--- src/j2gw_delay.sv ---
`default_nettype none
module j2gw_delay #(
    parameter int WIDTH = 8,
    parameter int DEPTH = 4
) (
    input  wire logic             i_clk,
    input  wire logic             i_en,
    input  wire logic [WIDTH-1:0] i_data,
    output logic      [WIDTH-1:0] o_data
);
    logic [WIDTH-1:0] r_sh [DEPTH];

    always_ff @(posedge i_clk) begin
        if (i_en) begin
            r_sh[0] <= i_data;
            for (int k = 1; k < DEPTH; k++) begin
                r_sh[k] <= r_sh[k-1];
            end
        end
    end

    assign o_data = r_sh[DEPTH-1];
endmodule
`default_nettype wire

--- config.mk ---
export PLATFORM = sky130hd
export DESIGN_NAME = j2gw_delay
export DESIGN_NICKNAME = d
export VERILOG_FILES = /design/src/j2gw_delay.sv
export SDC_FILE = /design/constraint.sdc
export NUM_CORES = 1
export LEC_CHECK = 0
export BUFFER_PORTS_ARGS = -buffer_cell sky130_fd_sc_hd__buf_2
export CAP_MARGIN = 20
export CORE_UTILIZATION = 35
export CTS_CLUSTER_SIZE = 40
export DETAILED_ROUTE_END_ITERATION = 7
export GPL_TIMING_DRIVEN = 1
export PLACE_DENSITY = 0.57
export SLEW_MARGIN = 20
export SYNTH_ARGS = -nofsm -noshare
export SYNTH_HDL_FRONTEND = slang
export SYNTH_SLANG_ARGS = --single-unit
--- constraint.sdc ---
create_clock -name i_clk -period 0.9 [get_ports i_clk]
set_input_delay 0.135 -clock i_clk [delete_from_list [all_inputs] [get_ports i_clk]]
set_output_delay 0.135 -clock i_clk [all_outputs]
set_load 0.02 [all_outputs]
Word level (Yosys, flattened, before mapping)
Memories as Yosys holds them, arrays and structs flattened.
Cells that the tools add are included.

cells by class
  muxes and demuxes = 2

operators with widths
  cell     count
  $mux W1  2

storage, ports and cells
  register bits after elaboration = 0
  RAM bits = 32
  input port bits = 10
  output and inout bits = 8
  logic and storage cells = 3
  memories = 1

memory list
  name  depth  width  read ports  clocked after Yosys merged registers in  wr ports  RTL line  text
  r_sh  4      8      4           0                                        4         11        logic [WIDTH-1:0] r_sh [DEPTH];

Longest topological paths before layout
Gate-level depths: netlist (run 1).

  depth after elaboration = 2
  depth in mapped cells = 0

Worst setup path before layout (run 1)
No wires, ideal clock.

  kind = register -> register
  start = memory r_sh[0][0]
  end = memory r_sh[1][0] (data pin)
  setup time = 0.266 ns
  arrival = 0.323 ns
  slack = 0.311 ns
  stages on the path, launching flop included = 1
  clock period less this slack = 0.589 ns
  path through = edfxtp_1

RTL lines
  what             RTL line
  start, declared  11

==> results of run 1 <==
[layout make-up]
class,count,area share
Timing Repair Buffer,27,0.172
Tap cell,30,0.0296
Sequential cell,32,0.758
Clock buffer,5,0.0296
Clock inverter,3,0.0109
[kinds of logic after synthesis]
logic type and Yosys count:
DFF 32
[worst max path at each step]
stage | start | to | slack, ns
4_1_cts | r_sh[3][5] | o_data[5] | -0.11
2_1_floorplan | r_sh[0][0] | r_sh[1][0] | 0.31
3_5_place_dp | i_en | r_sh[3][5] | 0.16
5_1_grt | r_sh[3][6] | o_data[6] | -0.15
6_report | r_sh[3][5] | o_data[5] | -0.09
3_3_place_gp | i_en | r_sh[3][6] | 0.17
[metrics by stage]
| stage | utilization | instance area, um2 | worst slack [ns] | TNS [ns] |
|---|---|---|---|---|
| 3_3_place_gp | 0.437 | 1110 | 0.165 | 0 |
| 5_1_grt | 0.498 | 1270 | -0.146 | -1.05 |
| 6_report | 0.498 | 1270 | -0.0881 | -0.616 |
| 2_1_floorplan | - | 961 | 0.311 | 0 |
| 4_1_cts | 0.488 | 1240 | -0.115 | -0.826 |
| 3_5_place_dp | 0.437 | 1110 | 0.159 | 0 |
[cells in the final DEF, fill, tap and decap left out]
master	count
sky130_fd_sc_hd__edfxtp_1	32
sky130_fd_sc_hd__buf_2	13
sky130_fd_sc_hd__dlygate4sd3_1	8
sky130_fd_sc_hd__clkbuf_4	5
sky130_fd_sc_hd__buf_6	4
sky130_fd_sc_hd__clkinv_2	2
sky130_fd_sc_hd__clkinv_1	1
sky130_fd_sc_hd__buf_12	1
sky130_fd_sc_hd__buf_4	1
[repair_timing]
| item | 4_1_cts | 5_1_grt |
|---|---|---|
| gates resized for setup | 0 | 8 |
| cloned | 0 | 0 |
| setup endpoints to repair | 8 | 8 |
| endpoints found under the hold margin | 8 | 0 |
| hold buffers | 8 | 0 |
[metal layers]
metal	part of all wire	vias to the layer above	track usage	wire length (um)
met5	0	-	0	0
met2	0.49	22	0.140	497
met4	0.036	0	0.0769	36
met1	0.35	176	0.0652	358
li1	-	201	-	-
met3	0.12	5	0.0750	118
[cell usage after synthesis]
cell type,number
sky130_fd_sc_hd__edfxtp_1,32
[power by group]
part,switching [W],internal [W]
clock,0.000435,0.000286
combinational,0.0000669,0.0000722
sequential,0.0000224,0.00175
total,0.000524,0.00211
==> results.rst, run 1 <==
.. list-table::
   :header-rows: 1

   * - Metric
     - Value
   * - Number of vias per cell
     - 4.16
   * - Placer Congestion
     - 0.597
   * - Clock Sinks
     - 32
   * - Min-Delay Path Depth
     - 2
   * - DIE AREA
     - 0.00296 mm2
   * - Largest net degree at the start of global routing
     - 23
   * - Minimum clock period
     - 0.988 ns
   * - P per Cell Area
     - 2080 mW/mm2
   * - Post-CTS setup buffers
     - 0
   * - Worst Path Buf+Inv
     - 1
   * - Flop-to-flop setup slack
     - 0.27 ns
   * - Complex-gate fraction of the synthesized area
     - 0
   * - Antenna violations before repair
     - 0
   * - GRT Overall Usage
     - 0.0892
   * - Count of placed standard cells in the final layout, fillers left out
     - 97
   * - Core box area
     - 0.00254 mm2
   * - Highest clock rate
     - 1.01 GHz
   * - Cell family contributing the most delay on the critical path
     - flip-flops
   * - Cell types occupying the most area after synthesis
     - sky130_fd_sc_hd__edfxtp_1 (100%)
   * - Violations in the final reports
     - negative setup slack
   * - Clock transition at the register clock pins on the worst setup and hold paths after CTS
     - 0.09 ns
   * - Final hold vios
     - 0
   * - Post-Syn Instances
     - 32
   * - Via count of the first global-routing pass
     - 382
   * - Maximum net fanout on the critical path
     - 1
   * - Setup CP Type
     - reg2out
   * - Post-Route WL
     - 1010 um
   * - Number of flip-flops in the largest register
     - 32
   * - Multi-input combinational cell area
     - 0 um2
   * - Multi-Input Combinational
     - 0
   * - Hold-critical path endpoint
     - r_sh[0][5]
   * - Nets
     - 76
   * - Global-route wire length before repair
     - 1500 um
   * - H-tree Lvls
     - 2
   * - Die span in x
     - 54.4 um
   * - Worst reg2reg startpoint
     - r_sh[2][2]
   * - Post-synthesis share of cell area spent on xor and xnor gates
     - 0
   * - Count of distinct cell types in the synthesized netlist
     - 1
   * - Largest registers
     - r_sh (32)
   * - Levels on crit path
     - 1
   * - Cell Chain, Critical Path
     - buf_6
   * - FF-to-FF End
     - r_sh[3][2]
   * - Delay contributed by the slowest stage of the critical path
     - 0.39 ns
   * - Worst slew margin
     - 0.916
   * - Fraction of the cycle the final worst path needs
     - 1.10
   * - Multiplexer fraction of the synthesized cell area
     - 0
   * - Number of warnings issued by yosys
     - 0
   * - Count of inserted antenna diode cells
     - 0
   * - CTS max path bufs
     - 2
   * - Worst clock skew on the final layout
     - 0.00682 ns
   * - Total nets after synthesis
     - 42
   * - Share of Yosys cell area claimed by the top area cell type
     - 1.00
   * - Cells on worst reg2reg path
     - 0
   * - Max-cap viol count
     - 0
   * - Synth Cell Area
     - 961 um2
   * - Synthesis-stage register bit count
     - 32
   * - Crit path DAT
     - 0.85 ns
   * - Starting Density
     - 0.378
   * - TritonCTS clock tree
     - yes
   * - Mean instance size in the synthesized netlist
     - 30.0 um2
   * - Clock buffer count from CTS
     - 5
   * - Nature of the critical path startpoint
     - register
   * - Hold slack final
     - 0.222 ns
   * - Number of ports placed on the die boundary
     - 18
   * - Adder-cell share of the synthesized area
     - 0
   * - Count of placed standard cells including taps
     - 81
   * - Worst path required time
     - 0.76 ns
   * - Power consumption
     - 0.00263 W
   * - Filler instances
     - 228
   * - Area of all sequential standard cells
     - 961 um2
   * - RSZ-0062 raised after global routing
     - true
   * - IR drop worst, VDD
     - 1.29 mV
   * - Largest register by flop count
     - r_sh
   * - Wire per inst
     - 10.4 um
   * - Share of post-route cells with drive strength above 1
     - 0.388
   * - Vias post-DR
     - 404
   * - Slew at the pin with the worst max-slew slack
     - 0.127 ns
   * - Crit. End Element
     - primary output
   * - Worst skew pair latency
     - 0.32 ns
   * - Length of the first detailed-routing pass in iterations
     - 5
   * - Max stage delay cell, worst path
     - sky130_fd_sc_hd__edfxtp_1
   * - First-iteration detailed-routing DRC count
     - 6
   * - Origin of the worst min-delay path
     - i_en
   * - Syn-to-layout area delta
     - 31.9%
   * - Count of antenna-violating nets left after detailed routing
     - 0
   * - Cell at the root of the clock tree
     - sky130_fd_sc_hd__clkbuf_4
   * - Proportion of synthesized chip area in sequential cells
     - 1.00
   * - Overflow left after global routing
     - 0
   * - Type of the worst min-delay path
     - in2reg
   * - Post-route DRC violation count
     - 0
   * - Static leakage
     - 0.469 nW
   * - Setup violations, final
     - 8
   * - Max-slew violation count
     - 0
   * - Simple-gate portion of the synthesized area
     - 0
   * - Number of standard-cell rows in the floorplan
     - 18
   * - Outcome
     - finished, violations left
   * - Final worst-path setup slack
     - -0.0881 ns
   * - Top cell type by total area after synthesis
     - sky130_fd_sc_hd__edfxtp_1
   * - Number of port buffers
     - 17
   * - Die Y-Extent
     - 54.4 um
No activity file was read; power rests on OpenSTA's default activity.
==> run 2: changes to the inputs <==
- CORE_UTILIZATION: 35 -> 30
- PLACE_DENSITY: 0.57 -> 0.5
==> results.rst, run 2 (same netlist as run 1, synthesis figures left out) <==
.. list-table::
   :header-rows: 1

   * - Metric
     - Value
   * - Highest clock rate
     - 1.02 GHz
   * - Die Y-Extent
     - 58.6 um
   * - Filler instances
     - 289
   * - Flop-to-flop setup slack
     - 0.27 ns
   * - Multi-input combinational cell area
     - 0 um2
   * - Vias post-DR
     - 409
   * - Post-Route Utilization
     - 0.418
   * - Worst skew pair latency
     - 0.31 ns
   * - Cell family contributing the most delay on the critical path
     - flip-flops
   * - Hold-critical path endpoint
     - r_sh[3][4]
   * - Global-route wire length before repair
     - 1740 um
   * - Starting Density
     - 0.315
   * - Worst reg2reg startpoint
     - r_sh[2][4]
   * - Origin of the worst min-delay path
     - i_en
   * - Die span in x
     - 58.6 um
   * - Largest net degree at the start of global routing
     - 33
   * - Number of flip-flops in the largest register
     - 32
   * - Clock transition at the register clock pins on the worst setup and hold paths after CTS
     - 0.08 ns
   * - Wire per inst
     - 9.48 um
   * - Syn-to-layout area delta
     - 32.7%
   * - Cells on worst reg2reg path
     - 0
   * - Maximum net fanout on the critical path
     - 1
   * - IR drop worst, VDD
     - 0.891 mV
   * - Setup CP Type
     - reg2out
   * - RSZ-0062 raised after global routing
     - true
   * - Nets
     - 75
   * - Post-route DRC violation count
     - 0
   * - Number of vias per cell
     - 3.72
   * - Static leakage
     - 0.458 nW
   * - Setup violations, final
     - 8
   * - Worst slew margin
     - 0.891
   * - Largest register by flop count
     - r_sh
   * - Overflow left after global routing
     - 0
   * - Via count of the first global-routing pass
     - 398
   * - Post-Route WL
     - 1040 um
   * - Core box area
     - 0.00305 mm2
   * - Violations in the final reports
     - negative setup slack
   * - Number of standard-cell rows in the floorplan
     - 20
   * - GRT Overall Usage
     - 0.0777
   * - FF-to-FF End
     - r_sh[3][4]
   * - Crit path DAT
     - 0.84 ns
   * - P per Cell Area
     - 2060 mW/mm2
   * - Final worst-path setup slack
     - -0.0769 ns
   * - Most frequent cells in the layout
     - sky130_fd_sc_hd__edfxtp_1 (32), sky130_fd_sc_hd__buf_2 (13), sky130_fd_sc_hd__dlygate4sd3_1 (8)
   * - Max-slew violation count
     - 0
   * - Length of the first detailed-routing pass in iterations
     - 5
   * - TritonCTS clock tree
     - yes
   * - Minimum clock period
     - 0.977 ns
   * - Placer Congestion
     - 0.542
   * - Multi-Input Combinational
     - 0
   * - Most common cell after layout, fill and taps aside
     - sky130_fd_sc_hd__edfxtp_1
   * - Number of port buffers
     - 17
   * - First-iteration detailed-routing DRC count
     - 10
   * - Nature of the critical path startpoint
     - register
   * - Antenna violations before repair
     - 0
   * - Largest registers
     - r_sh (32)
   * - Post-CTS setup buffers
     - 0
   * - Cell at the root of the clock tree
     - sky130_fd_sc_hd__clkbuf_4
   * - CTS max path bufs
     - 2
   * - Power consumption
     - 0.00263 W
   * - Count of placed standard cells including taps
     - 94
   * - Delay contributed by the slowest stage of the critical path
     - 0.39 ns
   * - DIE AREA
     - 0.00343 mm2
   * - Clock buffer count from CTS
     - 5
   * - Worst Path Buf+Inv
     - 1
   * - Fraction of the cycle the final worst path needs
     - 1.09
   * - Number of ports placed on the die boundary
     - 18
   * - Share of post-route cells with drive strength above 1
     - 0.348
   * - Slew at the pin with the worst max-slew slack
     - 0.164 ns
   * - Max stage delay cell, worst path
     - sky130_fd_sc_hd__edfxtp_1
   * - Max-cap viol count
     - 0
   * - Final hold vios
     - 0
   * - Levels on crit path
     - 1
   * - Min-Delay Path Depth
     - 2
   * - Worst path required time
     - 0.76 ns
   * - Crit. End Element
     - primary output
   * - Type of the worst min-delay path
     - in2reg
   * - Cell Chain, Critical Path
     - buf_6
   * - Outcome
     - finished, violations left
   * - Count of placed standard cells in the final layout, fillers left out
     - 110
   * - Clock Sinks
     - 32
   * - Worst clock skew on the final layout
     - 0.00341 ns
   * - Count of inserted antenna diode cells
     - 0
   * - H-tree Lvls
     - 2
   * - Count of antenna-violating nets left after detailed routing
     - 0
==> run 2: cell count changes in the layout (fill, tap and decap cells not counted) <==
cell / before / now
sky130_fd_sc_hd__clkinv_2: 2 / 0
sky130_fd_sc_hd__clkbuf_1: 0 / 2
sky130_fd_sc_hd__buf_4: 1 / 0
==> run 2: layer usage <==
layer,share of wire,GRT usage,up-vias,wire length (um)
li1,-,-,195,-
met1,0.38,0.0767,186,397
met2,0.49,0.108,24,515
met3,0.093,0.0462,4,97
met4,0.032,0.0816,0,33
met5,0,0,-,0
==> run 2: cell type report <==
class / count / area, um2 / area share
sequential: 32 / 961 / 0.754
timing repair buffer: 26 / 210 / 0.165
tap: 44 / 55.1 / 0.0432
clock buffer: 7 / 45.0 / 0.0353
clock inverter: 1 / 3.75 / 0.00294
==> run 2: worst max-delay path by stage <==
stage | to | start
floorplan | r_sh[1][0] | r_sh[0][0]
global placement | r_sh[0][2] | i_en
detailed placement | r_sh[0][2] | i_en
CTS | o_data[1] | r_sh[3][1]
global route | o_data[4] | r_sh[3][4]
finish | o_data[5] | r_sh[3][5]
==> run 2: metrics by stage <==
stage | setup TNS [ns] | hold WS [ns] | area (um2) | setup WS, ns
global route | -0.968 | 0.264 | 1270 | -0.131
CTS | -0.700 | 0.258 | 1250 | -0.100
finish | -0.540 | 0.268 | 1270 | -0.0769
global placement | 0 | 0.314 | 1120 | 0.155
detailed placement | 0 | 0.313 | 1120 | 0.146
floorplan | 0 | 0.234 | 961 | 0.311
==> run 2: repair_timing <==
action	in CTS	in global routing
hold buffers	8	0
resized for setup	0	8
setup endpoints to repair	8	8
endpoints found under the hold margin	8	0
cloned	0	0
==> run 2: power by group <==
group / internal, W / switching [W] / total (W)
clock: 0.000300 / 0.000412 / 0.000712
sequential: 0.00175 / 0.0000240 / 0.00178
combinational: 0.0000695 / 0.0000670 / 0.000136
